--- src/rtl/core/ris_pkg.sv ---
// ----------------------------------------------------------------------------
// ris_pkg
// Shared widths, codes and controller/datapath interface types for the
// record index sorter.
// ----------------------------------------------------------------------------
package ris_pkg;

  localparam int MAX_RECORDS_DEF = 1024;

  localparam int CMD_W    = 2;
  localparam int RC_W     = 16;
  localparam int KEY_W    = 32;
  localparam int POS_W    = 10;
  localparam int IDXO_W   = 10;
  localparam int TOTAL_W  = 11;
  localparam int STATUS_W = 2;
  localparam int MODE_W   = 3;

  // commands
  localparam logic [CMD_W-1:0] CMD_CLEAR  = 2'd0;
  localparam logic [CMD_W-1:0] CMD_APPEND = 2'd1;
  localparam logic [CMD_W-1:0] CMD_SORT   = 2'd2;
  localparam logic [CMD_W-1:0] CMD_READ   = 2'd3;

  // sort modes
  localparam logic [MODE_W-1:0] MODE_READ_FIRST = 3'd0;
  localparam logic [MODE_W-1:0] MODE_MOMENTUM   = 3'd1;
  localparam logic [MODE_W-1:0] MODE_LOAD       = 3'd2;
  localparam logic [MODE_W-1:0] MODE_TIME_DESC  = 3'd3;
  localparam logic [MODE_W-1:0] MODE_TIME_ASC   = 3'd4;
  localparam logic [MODE_W-1:0] MODE_RESET      = MODE_MOMENTUM;

  // result status
  localparam logic [STATUS_W-1:0] ST_OK     = 2'd0;
  localparam logic [STATUS_W-1:0] ST_FULL   = 2'd1;
  localparam logic [STATUS_W-1:0] ST_BEYOND = 2'd2;

  typedef enum logic [4:0] {
    OP_NONE,
    OP_CLEAR,
    OP_APPEND,
    OP_READ_ISSUE,
    OP_READ_DONE,
    OP_SORT_START,
    OP_INIT_WR,
    OP_P0_RD,
    OP_P0_WR,
    OP_OI_RD,
    OP_OI_KEY,
    OP_OI_LOAD,
    OP_J_RD,
    OP_J_KEY,
    OP_J_CMP,
    OP_I_WR,
    OP_SORT_DONE
  } ris_op_t;

  typedef struct packed {
    ris_op_t op;
  } ris_cmd_t;

  typedef struct packed {
    logic part;
    logic keyed;
    logic empty;
    logic one_rec;
    logic i_last;
    logic i_penult;
    logic j_last;
    logic pass;
  } ris_stat_t;

endpackage

--- src/rtl/core/ris_ctrl.sv ---
// ----------------------------------------------------------------------------
// ris_ctrl
// Controller of the record index sorter: input and result handshake and
// the sequencer for the sort passes.
// ----------------------------------------------------------------------------
module ris_ctrl (
  input  logic                        clk,
  input  logic                        rst_n,
  input  logic                        in_valid,
  output logic                        in_ready,
  input  logic [ris_pkg::CMD_W-1:0]   in_cmd,
  output logic                        out_valid,
  input  logic                        out_ready,
  output ris_pkg::ris_cmd_t           cmd,
  input  ris_pkg::ris_stat_t          stat
);

  typedef enum logic [12:0] {
    S_IDLE    = 13'b0000000000001,
    S_RD_WAIT = 13'b0000000000010,
    S_INIT    = 13'b0000000000100,
    S_P0_RD   = 13'b0000000001000,
    S_P0_WR   = 13'b0000000010000,
    S_OI_RD   = 13'b0000000100000,
    S_OI_KEY  = 13'b0000001000000,
    S_OI_LOAD = 13'b0000010000000,
    S_J_RD    = 13'b0000100000000,
    S_J_KEY   = 13'b0001000000000,
    S_J_CMP   = 13'b0010000000000,
    S_I_WR    = 13'b0100000000000,
    S_DONE    = 13'b1000000000000
  } state_t;

  state_t state_r, state_nxt;
  logic   out_valid_r, out_valid_nxt;
  logic   accept;
  logic   load;

  assign in_ready = (state_r == S_IDLE) && (!out_valid_r || out_ready);
  assign accept   = in_valid && in_ready;

  always_comb begin
    state_nxt = state_r;
    cmd.op    = ris_pkg::OP_NONE;
    load      = 1'b0;

    case (state_r)
      S_IDLE: begin
        if (accept) begin
          case (in_cmd)
            ris_pkg::CMD_CLEAR: begin
              cmd.op = ris_pkg::OP_CLEAR;
              load   = 1'b1;
            end
            ris_pkg::CMD_APPEND: begin
              cmd.op = ris_pkg::OP_APPEND;
              load   = 1'b1;
            end
            ris_pkg::CMD_SORT: begin
              cmd.op = ris_pkg::OP_SORT_START;
              if (stat.empty) begin
                state_nxt = S_DONE;
              end else if (stat.part) begin
                state_nxt = S_P0_RD;
              end else begin
                state_nxt = S_INIT;
              end
            end
            default: begin
              cmd.op    = ris_pkg::OP_READ_ISSUE;
              state_nxt = S_RD_WAIT;
            end
          endcase
        end
      end
      S_RD_WAIT: begin
        cmd.op    = ris_pkg::OP_READ_DONE;
        load      = 1'b1;
        state_nxt = S_IDLE;
      end
      S_INIT: begin
        cmd.op = ris_pkg::OP_INIT_WR;
        if (stat.i_last) begin
          state_nxt = (stat.keyed && !stat.one_rec) ? S_OI_RD : S_DONE;
        end
      end
      S_P0_RD: begin
        cmd.op    = ris_pkg::OP_P0_RD;
        state_nxt = S_P0_WR;
      end
      S_P0_WR: begin
        cmd.op    = ris_pkg::OP_P0_WR;
        state_nxt = (stat.i_last && stat.pass) ? S_DONE : S_P0_RD;
      end
      S_OI_RD: begin
        cmd.op    = ris_pkg::OP_OI_RD;
        state_nxt = S_OI_KEY;
      end
      S_OI_KEY: begin
        cmd.op    = ris_pkg::OP_OI_KEY;
        state_nxt = S_OI_LOAD;
      end
      S_OI_LOAD: begin
        cmd.op    = ris_pkg::OP_OI_LOAD;
        state_nxt = S_J_RD;
      end
      S_J_RD: begin
        cmd.op    = ris_pkg::OP_J_RD;
        state_nxt = S_J_KEY;
      end
      S_J_KEY: begin
        cmd.op    = ris_pkg::OP_J_KEY;
        state_nxt = S_J_CMP;
      end
      S_J_CMP: begin
        cmd.op    = ris_pkg::OP_J_CMP;
        state_nxt = stat.j_last ? S_I_WR : S_J_RD;
      end
      S_I_WR: begin
        cmd.op    = ris_pkg::OP_I_WR;
        state_nxt = stat.i_penult ? S_DONE : S_OI_RD;
      end
      S_DONE: begin
        cmd.op    = ris_pkg::OP_SORT_DONE;
        load      = 1'b1;
        state_nxt = S_IDLE;
      end
      default: begin
        state_nxt = S_IDLE;
      end
    endcase
  end

  always_comb begin
    out_valid_nxt = out_valid_r && !out_ready;
    if (load) begin
      out_valid_nxt = 1'b1;
    end
  end

  always_ff @(posedge clk) begin
    if (!rst_n) begin
      state_r     <= S_IDLE;
      out_valid_r <= 1'b0;
    end else begin
      state_r     <= state_nxt;
      out_valid_r <= out_valid_nxt;
    end
  end

  assign out_valid = out_valid_r;

endmodule

--- config.mk ---
export PLATFORM = sky130hd
export DESIGN_NAME = ris_ctrl
export DESIGN_NICKNAME = d
export VERILOG_FILES = /design/src/rtl/core/ris_pkg.sv /design/src/rtl/core/ris_ctrl.sv
export SDC_FILE = /design/constraint.sdc
export NUM_CORES = 1
export LEC_CHECK = 0
export BUFFER_PORTS_ARGS = -buffer_cell sky130_fd_sc_hd__buf_4
export CAP_MARGIN = 30
export CORE_UTILIZATION = 55
export CTS_BUF_LIST = sky130_fd_sc_hd__clkbuf_4
export DETAILED_ROUTE_END_ITERATION = 10
export GPL_TIMING_DRIVEN = 0
export PLACE_DENSITY = 0.9
export SYNTH_ARGS = -nofsm -noshare
export SYNTH_HDL_FRONTEND = slang
export SYNTH_SLANG_ARGS = --single-unit
--- constraint.sdc ---
create_clock -name clk -period 2.5 [get_ports clk]
set_input_delay 0.25 -clock clk [delete_from_list [all_inputs] [get_ports clk]]
set_output_delay 0.25 -clock clk [all_outputs]
set_load 0.01 [all_outputs]
* After elaboration in Yosys (flattened, before gate mapping) *
Cells that the tools add are included.

cells by class
  eq/ne operators = 18
  reduce and logical (&&, ||, !) cells = 13
  muxes and demuxes = 17

operators with widths
  cell                  number
  $pmux 13 s11          1
  $mux 13               6
  $pmux 5 s13           1
  $pmux 13 s2           1
  $eq 13x1->1 const B   1
  $eq 13x10->1 const B  1
  $eq 13x11->1 const B  1
  $eq 13x12->1 const B  1
  $eq 13x13->1 const B  1
  $eq 13x2->1 const B   1
  $eq 13x3->1 const B   1
  $eq 13x4->1 const B   1
  $eq 13x5->1 const B   1
  $eq 13x6->1 const B   1
  $eq 13x7->1 const B   1
  $eq 13x8->1 const B   1
  $eq 13x9->1 const B   1
  $mux 12               1
  $pmux 3 s3            1
  $ne 2x2->1 const B    3
  $logic_and 1x1->1     5
  $mux 4                1
  $reduce_or 2->1       2
  $logic_not 1->1       3
  8 further kinds       10

storage, ports and cells
  output and inout bits = 7
  bits in registers = 14
  input bits = 14
  word-level logic and storage cells = 50

* Depth between registers and ports, before layout *
  word-level depth = 7
  mapped depth = 7
  gate-level depth less buffers = 5

* Worst setup path before layout *
OpenSTA, ideal clock, no wires.

  path type = reg2out
  start = reg state_r[9]
  end = out cmd[2] in the netlist's numbering
  stages on the path, launching flop included = 8
  path slack = 331 ps
  buffers on the path = 2
  data arrival time = 1,919 ps
  data required time = 2,250 ps
  cells stage by stage = dfxtp_1 > buf_6 > or4_1 > buf_2 > or4_4 > nor2_1 > nand2_1 > o211ai_1

RTL lines
  what                      line             RTL
  start: declaration        ris_ctrl.sv:34   state_t state_r, state_nxt;
  start signal: assignment  ris_ctrl.sv:146  state_r <= state_nxt;
  end: declaration          ris_ctrl.sv:14   output ris_pkg::ris_cmd_t cmd,

==> flow_summary.yaml <==
outcome:
  status: "finished with violations"
  failing_checks: "negative setup slack"
clock_tree:
  clk_transition_reported_paths_ns: 0.08
  clock_tree.root_cell: "clkbuf_4"
  later_pin_clock_latency_in_the_skew_report_ns: 0.28
  clock_sink_count: 14
  hold_fix_buffers_cts: 0
  cts_inserted_buffers: 3
  clock_tree.htree_level_count: 1
  cts_tree: "done"
  clock_path_buffers: 2
timing:
  timing.max_slew.rel_slack_pct: 63.0
  achievable_clock_frequency_mhz: 393
  maxSlewViolCount: 0
  layout_worst_path_cycle_share_pct: 102
  finClkSkew_ns: 0.00311
  final_period_minus_worst_setup_slack_ns: 2.55
  hold_viol: 0
  rsz0062_at_grt: "yes"
  final-setup-viol-count: 1
  worst-slew-pin-transition_ns: 0.550
  timing.final.ws_setup_ns: -0.0456
critical_path:
  rr_startpoint: "state_r[5]"
  endpoint: "cmd[2]"
  ws_path_type: "reg -> out"
  timing.critical_path.arrival_ns: 2.30
  setup.worst_path.start_class: "flip-flop"
  critical_path.startpoint: "state_r[5]"
  timing.rr.end: "state_r[2]"
  worst-r2r-cell-count: 6
  cp_max_fo: 8
  worst_ep_required_time_ns: 2.25
  critical_path.endpoint_type: "output port"
  timing.reg2reg.setup_slack_ns: 0.27
synthesis:
  ys.warnings.count: 0
  yosys.area.top_type_share_pct: 29.9
  cell_taking_the_most_area_after_synthesis: "dfxtp_1"
  yosys.area_share.simple_pct: 48.8
  synthDistinctLibCells: 39
  synthAdderAreaFrac_pct: 0
  synthArstFlopShare_pct: 0
  synth.yosys.seq_area_share_pct: 29.9
  post_synthesis_compound_gate_area_fraction_pct: 13.5
  synth.avg_cell_area_sq_um: 7.69
  synth-edff-count: 0
  synth_most_common_cell: "nor2_1"
  synth_cells: 122
  post_synth_main_area_contributors: "dfxtp_1 (30%), nor2_1 (6.4%), nand2_1 (4.0%)"
  post_synth_most_frequent_cells: "nor2_1 (16), dfxtp_1 (14), nand2_1 (10)"
  synth_top_flop_cell: "dfxtp_1"
  synth-seq-cells: 14
  synth_mux_area_share_pct: 1.07
  synthesis.area_sq_um: 938
  syn-num-nets: 136
  synthXorXnorAreaFrac_pct: 2.80
  synth_top_family_by_area: "simple AND/OR/NAND/NOR gates"
floorplan:
  floorplan.die.width_um: 43.3
  placement_rows: 14
  core_area_sq_um: 1540
  die_area_sq_um: 1880
  start_util_pct: 60.9
  floorplan.io_pins: 21
  dieHeight_um: 43.3
power_and_ir_drop:
  p_leak_nw: 0.526
  fin_total_pwr_mw: 0.716
  power.share.clock_pct: 17.9
  cell_internal_pwr_mw: 0.449
  peakVddDrop_mv: 0.427
  pwr-share-comb_pct: 47.7
  switchingPower_mw: 0.266
  switching_share_pct: 37.2
  power_per_cell_area_nw_per_um2: 560
  seq_power_share_pct: 34.4
grt:
  grt_first_pass_wirelength_mm: 4.19
  grt_pass1_vias: 995
  grt_overflow_total: 0
  pin_count_of_the_biggest_net_entering_global_routing: 11
  antenna_found_initial: 0
  grt_util_all_layers_pct: 30.0
route:
  wl_mm: 2.95
  vias: 1164
  drtIter0Drc: 56
  post_drt_wl_per_cell_um: 17.6
  final_antenna_net_count: 0
  drtPass1Iterations: 4
  drc: 0
  via_per_inst: 6.93
place:
  place_inst: 158
  place.gp.congestion: 0.900
  detailed_place_hpwl_mm: 1.90
  placedInstanceArea_sq_um: 1110
  dp_slack_ns: 0.121
  placement.io_buffers: 20
cells_and_area:
  antennaDiodeCount: 0
  final_core_util_pct: 82.9
  final_nets: 168
  area_growth_syn_to_layout_pct: 36.1
  proportion_of_layout_cells_with_a_drive_suffix_above_1_pct: 36.8
  fin_area_sq_um: 1280
  final_cell_count_no_fill: 168
hold_path:
  timing.hold.worst_path_depth: 2
  timing.hold.worst.class: "in -> reg"
flow_run:
  drv_cap: 0
==> flip-flops by register name, indices dropped and copies added (netlist names) <==
register	flops
out_valid	1
state_r	13
==> logic make-up after synthesis <==
logic type	after synthesis
buf+inv	7
xor+xnor	3
compound gates	19
simple gates	78
mux	1
flops	14
==> worst max-delay path, cell delays in order (launching register included) <==
cell,delay [ns]
dfxtp_4,0.36
or4_4,0.60
or4_4,0.57
nor2_4,0.14
nand2_1,0.07
o211ai_1,0.12
buf_4,0.16
==> how the worst min path moves through the flow <==
| stage | slack, ns | from | to |
|---|---|---|---|
| after floorplan | 0.34 | rst_n | state_r[0] |
| after global placement | 0.49 | stat[1] | state_r[11] |
| after global routing | 0.23 | stat[1] | state_r[11] |
| after CTS | 0.21 | rst_n | state_r[0] |
| final | 0.21 | rst_n | state_r[0] |
| after detailed placement | 0.50 | rst_n | state_r[0] |
==> power groups by stage <==
stage | logic, mW | clock network (mW) | registers (mW)
floorplan | 0.175 | 0 | 0.253
global placement | 0.266 | 0 | 0.253
detailed placement | 0.268 | 0 | 0.254
CTS | 0.304 | 0.128 | 0.249
global route | 0.360 | 0.139 | 0.248
finish | 0.342 | 0.128 | 0.246
==> layer usage <==
| metal | up-vias | global-route usage, % | wire length [um] |
|---|---|---|---|
| met5 | - | 0 | 0 |
| met4 | 0 | 20.0 | 115 |
| met3 | 16 | 5.96 | 261 |
| met2 | 85 | 48.1 | 1400 |
| met1 | 543 | 35.9 | 1180 |
| li1 | 520 | - | - |
==> area by class of cell <==
class / count / area (sq um)
fillers: 91 / 264
well taps: 16 / 20.0
repair buffers: 32 / 240
plain buffers: 2 / 15.0
flip-flops and latches: 14 / 299
clock buffers: 3 / 22.5
multi-input cells: 101 / 681
==> per-stage QoR <==
step	TNS (ns)	hold WS [ns]
2_1_floorplan	0	0.339
3_3_place_gp	0	0.486
3_5_place_dp	0	0.504
4_1_cts	-0.0237	0.213
5_1_grt	-0.0818	0.226
6_report	-0.0456	0.212
==> cell usage in the layout (no fill, tap or decap), types with 2 or more instances in the layout <==
| cell type | instances |
|---|---|
| a21oi_1 | 3 |
| a31oi_1 | 4 |
| and2_1 | 4 |
| buf_4 | 32 |
| clkbuf_4 | 3 |
| dfxtp_1 | 7 |
| dfxtp_2 | 3 |
| dfxtp_4 | 4 |
| nand2_1 | 10 |
| nand2b_1 | 5 |
| nand3_1 | 7 |
| nand4_1 | 2 |
| nand4b_1 | 4 |
| nor2_1 | 15 |
| nor2b_1 | 3 |
| nor3_1 | 4 |
| nor3_4 | 2 |
| nor4_1 | 2 |
| nor4b_1 | 3 |
| o211ai_1 | 3 |
| o21ai_0 | 3 |
| or2_2 | 2 |
| or4_4 | 4 |
| xor2_1 | 2 |
==> what timing repair did <==
action / CTS / global route
cloned: 0 / 0
pin swaps: 2 / 4
buffers inserted: 1 / 11
endpoints found under the hold margin: 0 / 0
resized for setup: 12 / 16
setup endpoints to repair: 3 / 3
No activity file was read; power rests on OpenSTA's default activity.
